`config.mk`:
```
export PLATFORM = sky130hd
export DESIGN_NAME = cht_fifo
export DESIGN_NICKNAME = d
export VERILOG_FILES = /design/src/cht_fifo.sv
export SDC_FILE = /design/constraint.sdc
export NUM_CORES = 1
export LEC_CHECK = 0
export ABC_AREA = 0
export BUFFER_PORTS_ARGS = -buffer_cell sky130_fd_sc_hd__buf_2
export CORE_ASPECT_RATIO = 0.6
export CORE_MARGIN = 10
export CORE_UTILIZATION = 25
export DETAILED_ROUTE_END_ITERATION = 12
export GPL_TIMING_DRIVEN = 0
export SKIP_CTS_REPAIR_TIMING = 1
export SKIP_LAST_GASP = 1
export SYNTH_ARGS = -nofsm -noshare
export SYNTH_HDL_FRONTEND = slang
export SYNTH_SLANG_ARGS = --single-unit
```
`constraint.sdc`:
```
create_clock -name clock -period 1.8 [get_ports clock]
set_clock_uncertainty 0.15 [all_clocks]
set_input_delay 0 -clock clock [delete_from_list [all_inputs] [get_ports clock]]
set_output_delay 0 -clock clock [all_outputs]
set_load 0.02 [all_outputs]
```
`src/cht_fifo.sv`:
```
module cht_fifo #(
   parameter int WIDTH = 8
) (
   input  logic             clock,
   input  logic             reset,
   input  logic             push,
   input  logic [WIDTH-1:0] push_data,
   input  logic             pop,
   output logic [WIDTH-1:0] pop_data,
   output logic             full,
   output logic             empty
);
   logic [WIDTH-1:0] slot_ff [2];
   logic             wr_ptr_ff, wr_ptr_in;
   logic             rd_ptr_ff, rd_ptr_in;
   logic [1:0]       count_ff, count_in;

   assign full     = (count_ff == 2'd2);
   assign empty    = (count_ff == 2'd0);
   assign pop_data = slot_ff[rd_ptr_ff];

   always_comb begin
      wr_ptr_in = wr_ptr_ff ^ (push && !full);
      rd_ptr_in = rd_ptr_ff ^ (pop && !empty);
      count_in  = count_ff + 2'((push && !full) ? 1 : 0) - 2'((pop && !empty) ? 1 : 0);
   end

   always_ff @(posedge clock) begin
      if (reset) begin
         wr_ptr_ff <= 1'b0;
         rd_ptr_ff <= 1'b0;
         count_ff  <= 2'd0;
      end else begin
         wr_ptr_ff <= wr_ptr_in;
         rd_ptr_ff <= rd_ptr_in;
         count_ff  <= count_in;
      end
   end

   always_ff @(posedge clock) begin
      if (push && !full) begin
         slot_ff[wr_ptr_ff] <= push_data;
      end
   end
endmodule

```
==> run metrics <==
drt total wl 1500 µm; CP required 1.84 ns; non-filler instance count after layout 125; Synth Area per Inst 16.7 µm²; Starting Density 27.1%; wire per inst 12.0 µm; Mapped Cells 48; Mapped Area 803 µm²; Rows 15; initial antenna violation count 0; Hold WC Path Type input pin to register; P_int 1.11 mW; synthesized flop and latch total 20; Seq/Total Area, Yosys 69.8%; proportion of layout cells with a drive suffix above 1 42.2%; Critical Path Fanout Max 4; Worst-Margin Slew 0.386 ns; crit end category register; crit-path leading delay family simple AND/OR/NAND/NOR gates; net switching power 425 µW; ANT nets after route 0; Buf/Inv on CP 1; status completed; endpoints failing setup 0; CP peak stage delay 0.38 ns; Flop pwr share 40.6%; Sequential Area 561 µm²; TNS Setup 0 ns; relative slew slack 74.3%; Critical Path Most Common Cell ha_1; clock latency on the worst-skew pair 0.25 ns; first-pass GRT wire length 2360 µm; CTS tree done; net count after synthesis 64; Clock Tree Buf Depth 2; Root Driver clkbuf_8; CTS Buf Count 3; Final GP Congestion 0.661; largest net degree at the start of global routing 13; Core Box Area 2970 µm²; worst vdd ir 0.000364 V; Yosys cell types 13; via count 493; area of the multi-input gates 226 µm²; synth top area cells edfxtp_1, mux2_2, dfxtp_1; Die Span X 93.2 µm; fin crit period 1.67 ns; Buffers on Ports 21; critical path class register to register; Post-route DRC 0; final hold vios 0; Power Density 1360 nW/µm²; DIE AREA 5950 µm²; period utilization 92.6%; post-synth top area share 59.8%; CP cell instances or2b_1, nand2_1, ha_1, inv_1, ha_1, xnor3_1, nor2_1; H-tree depth 1; Critical Path Start Type register; n_diodes 0; # fillers 298; global-route usage over all layers 5.15%; minimum hold slack 0.0194 ns; CP Data Arrival Time 1.71 ns; clk slew on worst S/H paths 0.07 ns; Layout area overhead 41.0%; 1st-pass router iterations 3; dpl cells 111; Top-Level Pins 22; Slew Viols, Final 0; Die H 63.9 µm; LEAKAGE 0.467 nW; Clk pwr share 28.4%; Yosys top cell by area edfxtp_1; unrepaired setup endpoints after global routing no; total of max-cap violations 0; Fmax 600 MHz; number of global-route vias before repair 506; Yosys Warn Count 0; # nets final 100; DR iter-0 viols 10; utilization after layout 38.2%; r2r setup slk 0.13 ns; Vias/cell 3.94; grt total ovfl 0; crit path max-delay cell type dfxtp_1; combinational share of power 31.0%; Sw Share 27.7%; CTS Sinks 20; DP HPWL 1110 µm
## layer usage
layer | up-vias | share of wire [%] | GRT usage [%]
li1 | 241 | - | -
met1 | 238 | 39 | 4.71
met5 | - | 0 | 0
met4 | 0 | 2.0 | 2.30
met2 | 12 | 52 | 8.97
met3 | 2 | 7.0 | 3.26
## through the flow
step	instance area, µm²	total power, mW	worst slack (ns)
global route	1130	1.63	0.0711
floorplan	803	0.963	0.280
detailed placement	961	1.10	0.168
CTS	1030	1.54	0.151
finish	1130	1.54	0.134
global placement	961	1.08	0.236
## cells in the mapped netlist
library cell,number
xnor3_1,1
dfxtp_1,4
nor2_1,4
edfxtp_1,16
nor2b_1,2
inv_1,3
o21a_1,1
nand2_1,1
ha_1,4
buf_2,1
and2_1,1
or2b_1,1
mux2_2,9
## worst reg2reg max path, cell delays in order, from the launching register on
cell and delay (ns):
dfxtp_1 0.38, or2b_1 0.26, nand2_1 0.08, ha_1 0.22, inv_1 0.05, ha_1 0.15, xnor3_1 0.22, nor2_1 0.09
## path summary, 6_finish.rpt
path,from,cells past startpoint,endpoint
min,push,4,wr_ptr_ff
max,count_ff[1],7,count_ff[1]
min reg2reg,wr_ptr_ff,3,wr_ptr_ff
max reg2reg,count_ff[1],7,count_ff[1]
## logic make-up after synthesis
family / after synthesis / share of synthesized area, %
AO/OA/AOI/OAI: 1 / 0.935
XOR/XNOR: 1 / 2.80
adder cells (fa/ha/maj): 4 / 6.23
buffers and inverters: 4 / 2.02
flip-flops: 20 / 69.8
multiplexers: 9 / 12.6
AND/OR/NAND/NOR: 9 / 5.61
## cell type report
cell class | instances | area share (%)
buffer | 1 | 0.442
clock buffer | 3 | 3.65
clock inverter | 1 | 2.65
inverter | 3 | 0.994
multi-input combinational | 24 | 20.0
sequential | 20 | 49.5
tap | 42 | 4.64
timing repair buffer | 31 | 18.1
## layout by cell type (no fill, tap or decap)
cell type / n
mux2_2: 9
nand2_1: 1
clkbuf_8: 3
dlygate4sd3_1: 10
dfxtp_1: 4
ha_1: 4
nor2_1: 4
and2_1: 1
bufinv_16: 1
inv_1: 3
o21a_1: 1
nor2b_1: 2
or2b_1: 1
edfxtp_1: 16
buf_2: 22
xnor3_1: 1
## power by group through the flow
stage	Clock, mW	Combinational [mW]	Sequential (mW)
after global routing	0.464	0.530	0.632
after CTS	0.443	0.470	0.624
after floorplan	0	0.338	0.625
after global placement	0	0.456	0.628
after detailed placement	0	0.467	0.635
final	0.436	0.477	0.624
## sequential cells by signal, indices dropped and copies added (netlist names)
register,count
count_ff,2
slot_ff,16
wr_ptr_ff,1
rd_ptr_ff,1
(Power assumes the default switching activity.)
