File: src/cht_pkg.sv
package cht_pkg;

   localparam int DEF_MAX_BUCKETS = 256;
   localparam int DEF_POOL_NODES  = 1024;
   localparam int DEF_KEY_BITS    = 32;

   localparam int CFG_W   = 9;
   localparam int KEY_W   = 32;
   localparam int VAL_W   = 32;
   localparam int COUNT_W = 11;
   localparam int DIV_W   = 10;

   localparam logic [CFG_W-1:0] BUCKET_RESET = 9'd256;

   typedef enum logic [1:0] {
      CMD_INSERT = 2'd0,
      CMD_REMOVE = 2'd1,
      CMD_FIND   = 2'd2,
      CMD_NOP    = 2'd3
   } cmd_type;

   typedef enum logic [1:0] {
      FR_IDLE,
      FR_DIVIDE,
      FR_PUSH
   } front_state_type;

   typedef enum logic [2:0] {
      BK_CLEAR,
      BK_IDLE,
      BK_HEAD,
      BK_WALK,
      BK_ALLOC,
      BK_FREE
   } back_state_type;

endpackage

File: src/cht_front.sv
module cht_front #(
   parameter int MAX_BUCKETS = cht_pkg::DEF_MAX_BUCKETS,
   parameter int KEY_BITS    = cht_pkg::DEF_KEY_BITS,
   parameter int BW          = 8
) (
   input  logic                    clock,
   input  logic                    reset,
   input  logic                    start,
   input  logic                    hold,
   output logic                    busy,
   input  cht_pkg::cmd_type        cmd,
   input  logic [cht_pkg::KEY_W-1:0] key,
   input  logic [cht_pkg::VAL_W-1:0] entry_value,
   input  logic [cht_pkg::CFG_W-1:0] bucket_count,
   input  logic                    q_full,
   output logic                    q_push,
   output cht_pkg::cmd_type        q_cmd,
   output logic [cht_pkg::KEY_W-1:0] q_key,
   output logic [cht_pkg::VAL_W-1:0] q_value,
   output logic [BW-1:0]           q_bucket
);
   import cht_pkg::*;

   localparam int KB  = (KEY_BITS < KEY_W) ? KEY_BITS : KEY_W;
   localparam int CW  = (KB > 1) ? $clog2(KB) : 1;
   localparam int SW  = CFG_W + 8;

   front_state_type state_ff, state_in;
   cmd_type          cmd_ff, cmd_in;
   logic [KEY_W-1:0] key_ff, key_in;
   logic [KEY_W-1:0] shift_ff, shift_in;
   logic [VAL_W-1:0] value_ff, value_in;
   logic [DIV_W-1:0] div_ff, div_in;
   logic [DIV_W-1:0] rem_ff, rem_in;
   logic [CW-1:0]    step_ff, step_in;
   logic [DIV_W-1:0] rem_sh;
   logic [KEY_W-1:0] key_mask;
   logic [DIV_W-1:0] div_sat;

   always_comb begin
      key_mask = (KB >= KEY_W) ? {KEY_W{1'b1}} : ((KEY_W'(1) << KB) - KEY_W'(1));
      if (bucket_count == '0) begin
         div_sat = DIV_W'(1);
      end else if (SW'(bucket_count) > SW'(MAX_BUCKETS)) begin
         div_sat = DIV_W'(MAX_BUCKETS);
      end else begin
         div_sat = DIV_W'(bucket_count);
      end
   end

   assign busy     = (state_ff != FR_IDLE) || hold;
   assign q_cmd    = cmd_ff;
   assign q_key    = key_ff;
   assign q_value  = value_ff;
   assign q_bucket = BW'(rem_ff);

   always_comb begin
      state_in = state_ff;
      cmd_in   = cmd_ff;
      key_in   = key_ff;
      shift_in = shift_ff;
      value_in = value_ff;
      div_in   = div_ff;
      rem_in   = rem_ff;
      step_in  = step_ff;
      q_push   = 1'b0;
      rem_sh   = {rem_ff[DIV_W-2:0], shift_ff[KB-1]};
      unique case (state_ff)
         FR_IDLE: begin
            if (start && !hold) begin
               cmd_in   = cmd;
               key_in   = key & key_mask;
               shift_in = key & key_mask;
               value_in = entry_value;
               div_in   = div_sat;
               rem_in   = '0;
               step_in  = '0;
               state_in = FR_DIVIDE;
            end
         end
         FR_DIVIDE: begin
            rem_in   = (rem_sh >= div_ff) ? (rem_sh - div_ff) : rem_sh;
            shift_in = shift_ff << 1;
            step_in  = step_ff + CW'(1);
            if (step_ff == CW'(KB - 1)) begin
               state_in = FR_PUSH;
            end
         end
         FR_PUSH: begin
            if (!q_full) begin
               q_push   = 1'b1;
               state_in = FR_IDLE;
            end
         end
         default: state_in = FR_IDLE;
      endcase
   end

   always_ff @(posedge clock) begin
      if (reset) begin
         state_ff <= FR_IDLE;
      end else begin
         state_ff <= state_in;
      end
   end

   always_ff @(posedge clock) begin
      cmd_ff   <= cmd_in;
      key_ff   <= key_in;
      shift_ff <= shift_in;
      value_ff <= value_in;
      div_ff   <= div_in;
      rem_ff   <= rem_in;
      step_ff  <= step_in;
   end
endmodule

File: config.mk
export PLATFORM = sky130hd
export DESIGN_NAME = cht_front
export DESIGN_NICKNAME = d
export VERILOG_FILES = /design/src/cht_pkg.sv /design/src/cht_front.sv
export SDC_FILE = /design/constraint.sdc
export NUM_CORES = 1
export LEC_CHECK = 0
export BUFFER_PORTS_ARGS = -buffer_cell sky130_fd_sc_hd__buf_2
export CAP_MARGIN = 40
export CORE_AREA = 2 2 145 147
export CTS_BUF_LIST = sky130_fd_sc_hd__clkbuf_8
export CTS_CLUSTER_DIAMETER = 60
export DETAILED_ROUTE_END_ITERATION = 8
export DIE_AREA = 0 0 147 149
export PLACE_DENSITY = 0.48
export SETUP_SLACK_MARGIN = 0.05
export SYNTH_ARGS = -nofsm -noshare
export SYNTH_HDL_FRONTEND = slang
export SYNTH_SLANG_ARGS = --single-unit
File: constraint.sdc
create_clock -name clock -period 4.1 [get_ports clock]
set_input_delay 0.205 -clock clock [delete_from_list [all_inputs] [get_ports clock]]
set_output_delay 0.205 -clock clock [all_outputs]
set_load 0.05 [all_outputs]
==> qor.log <==
[clock_network] clock input transition at the sequential cells of the worst setup and hold paths 0.08 ns
[timing] Setup TNS 0 ns
[synth] Mean Syn Cell Area 13.5 um2
[detailed_routing] number of DRC violations after detailed routing 0
[global_routing] largest net degree at the start of global routing 46
[floorplan] die outline area 0.0219 mm2
[worst_setup_path] family with the most delay on the worst path compound AO/OA/AOI/OAI gates
[hold_path] path category of the worst min-delay check in2reg
[detailed_routing] vias post-DR 3636
[pwr] VDD IR-drop max 0.186 mV
[timing] final count of hold timing violations 0
[synth] library cell with the highest instance count after synthesis edfxtp_1
[pwr] total internal power 2.20 mW
[floorplan] I/O pin count 156
[clock_network] Skew-Pair Late Insertion Delay 0.45 ns
[synth] Syn Std Cell Area 0.00498 mm2
[synth] portion of the post-synthesis area used by sequential elements 0.738
[worst_setup_path] critical-path cell list or3_1, o21ai_4, buf_4
[global_routing] GRT Total Usage 0.113
[synth] share of flip-flops with an asynchronous set or reset 0
[hold_path] hold wc startpoint q_full
[global_routing] met2 usage 0.184
[floorplan] initial core utilization 0.242
[timing] fin. max-slew vios 0
[pwr] Reg power frac 0.486
[worst_setup_path] required time of the critical path 4.22 ns
[placement] routability congestion estimate from global placement 0.794
[synth] top post-synthesis cells by area edfxtp_1 73%, nand2_1 7.5%, ha_1 3.3%
[synth] count of flip-flops with a built-in enable after synthesis 121
[global_routing] met3 usage in global routing 0.0404
[pwr] net load switching power 0.904 mW
[global_routing] initial antenna violation count 0
[worst_setup_path] beginning of the worst register-to-register path state_ff[1]
[timing] Min Hold Slack 0.0454 ns
[floorplan] placeable core area 0.0206 mm2
[synth] leading register cell type out of synthesis edfxtp_1
[worst_setup_path] launch point of the worst path state_ff[1]
[finish] share of post-route cells with drive strength above 1 0.323
[detailed_routing] Starting DRT DRC Count 197
[clock_network] CTS tree yes
[clock_network] H-tree levels 4
[worst_setup_path] sort of element at the start of the critical path flop
[synth] cell types with the highest counts after synthesis 121 x edfxtp_1, 99 x nand2_1, 17 x inv_1
[synth] post-synthesis instance total 368
[placement] dpl cell area 0.00607 mm2
[pwr] overall power consumption 3.11 mW
[clock_network] maximum count of clock buffers along a single path 2
[synth] dominant cell type by area after synthesis edfxtp_1
[worst_setup_path] number of buffers and inverters on the critical path 1
[placement] Port Buffers 155
[global_routing] busiest layer in global routing met2
[global_routing] global-route wire length before repair 19.1 mm
[finish] post-synthesis to final-layout area growth 43.4%
[worst_setup_path] endpoint arrival time on the critical path 2.45 ns
[detailed_routing] post-route antenna net violation count 0
[clock_network] post-CTS setup buffer count 0
[finish] final core utilization 0.347
[clock_network] clock root buffer master clkbuf_8
[clock_network] number of buffers created by CTS 17
[outcome] status finished, final reports clean
[finish] antenna fix cells 0
[worst_setup_path] WS Path Type reg2reg
[timing] final cycle utilization of the critical path 0.569
[synth] synth warn 0
[timing] remaining max-slew budget at the tightest pin 0.437
[clock_network] number of clock sinks 123
[detailed_routing] total routed wirelength 12.3 mm
[worst_setup_path] slowest stage cell on the critical path o21ai_4
[global_routing] met1 track utilization from global routing 0.141
[placement] placed wire-length estimate 8.28 mm
[timing] clock tree skew after final layout 0.0126 ns
[pwr] share of total power in combinational logic 0.157
[worst_setup_path] max incr delay on CP 0.70 ns
[timing] final critical delay including setup and external delays 2.33 ns
[timing] transition time at the pin with the least slew margin 0.842 ns
[worst_setup_path] critical-path maximum fanout 25
[global_routing] overflow left after global routing 0
[flow_run] max_cap viols 0
[detailed_routing] number of vias per cell 4.12
[pwr] leakage power summed over all cells 2.96 nW
[timing] setup repair after global routing missed its margin no
[synth] Net Count, Synth 462
[floorplan] width of the chip 147 um
[finish] nets 688
[pwr] switching power share of the total 0.291
[detailed_routing] detailed-route wire length per cell 14.0 um
[worst_setup_path] capturing element type of the critical path flop
[pwr] power density over cell area 435 mW/mm2
[floorplan] number of standard-cell rows in the floorplan 53
[detailed_routing] router iterations before antenna repair 4
[pwr] clock power share 0.356
[synth] fraction of post-synthesis cell area in the top cell type by area 0.730
[finish] design area 0.00714 mm2
[global_routing] number of global-route vias before repair 3649
[timing] Setup violations, final 0
[synth] post-synthesis cell type count 38
[timing] Max Clock Freq 429 MHz
[floorplan] floorplan die height 149 um
[synth] register bit total from synthesis 123
flip-flops by register name (all words and copies together) (netlist names):
signal and flops:
step_ff 5, shift_ff 32, q_value 32, q_cmd 2, div_ff 9, q_key 32
rem_ff 9, state_ff 2
final timing paths:
| path | slack, ns | to | cells after the start |
|---|---|---|---|
| worst max-delay path | 1.77 | shift_ff[9] | 3 |
| worst max register to register | 1.77 | shift_ff[9] | 3 |
| worst min-delay path | 0.05 | state_ff[1] | 3 |
| worst min register to register | 0.51 | shift_ff[22] | 2 |
what timing repair did:
action | CTS | global route
resized for setup | 0 | 0
hold buffers | 67 | 0
hold endpoints to repair | 68 | 0
layout by cell type (no fill, tap or decap), types with 5 or more instances in the layout:
master,count
buf_2,155
ha_1,13
nand2_1,99
edfxtp_1,121
nand4_1,5
nand3_1,7
nor2_1,7
nor3_1,5
dlygate4sd3_1,67
o21ai_0,5
clkbuf_8,17
inv_1,17
and2_1,10
a21oi_1,15
per-layer routing:
layer / share of wire / up-vias
met2: 0.47 / 150
li1: - / 1765
met3: 0.073 / 15
met5: 0 / -
met4: 0.015 / 0
met1: 0.45 / 1706
through the flow:
step                cells  setup slack (ns)
floorplan             368             0.524
global placement      782              1.77
detailed placement    783              1.71
CTS                   882              1.70
global route          882              1.53
finish                882              1.77
power groups by stage:
stage          sequential [mW]  clock [mW]  combinational, mW
2_1_floorplan             1.64           0              0.210
3_3_place_gp              1.54           0              0.439
3_5_place_dp              1.54           0              0.444
4_1_cts                   1.51        1.14              0.496
5_1_grt                   1.52        1.20              0.536
6_report                  1.51        1.11              0.489
area by class of cell:
type                            instances  area (um2)
Fill cell                            2070       13400
Sequential cell                       123        3670
Timing Repair Buffer                  227        1500
Multi-Input combinational cell        208        1160
Tap cell                              275         344
Clock buffer                           17         234
Clock inverter                         15         166
Inverter                               17        63.8
kinds of logic after synthesis:
logic type	share of synthesized area
AO/OA/AOI/OAI	0.0508
XOR/XNOR	0.00880
adder cells (fa/ha/maj)	0.0367
buffers and inverters	0.0347
flip-flops	0.738
AND/OR/NAND/NOR	0.131
worst register-to-register path, cell delays in order, from the launching register on:
cell and delay [ns]:
dfxtp_1 0.37, or3_1 0.50, o21ai_4 0.70, buf_4 0.44
(Power assumes the default switching activity.)
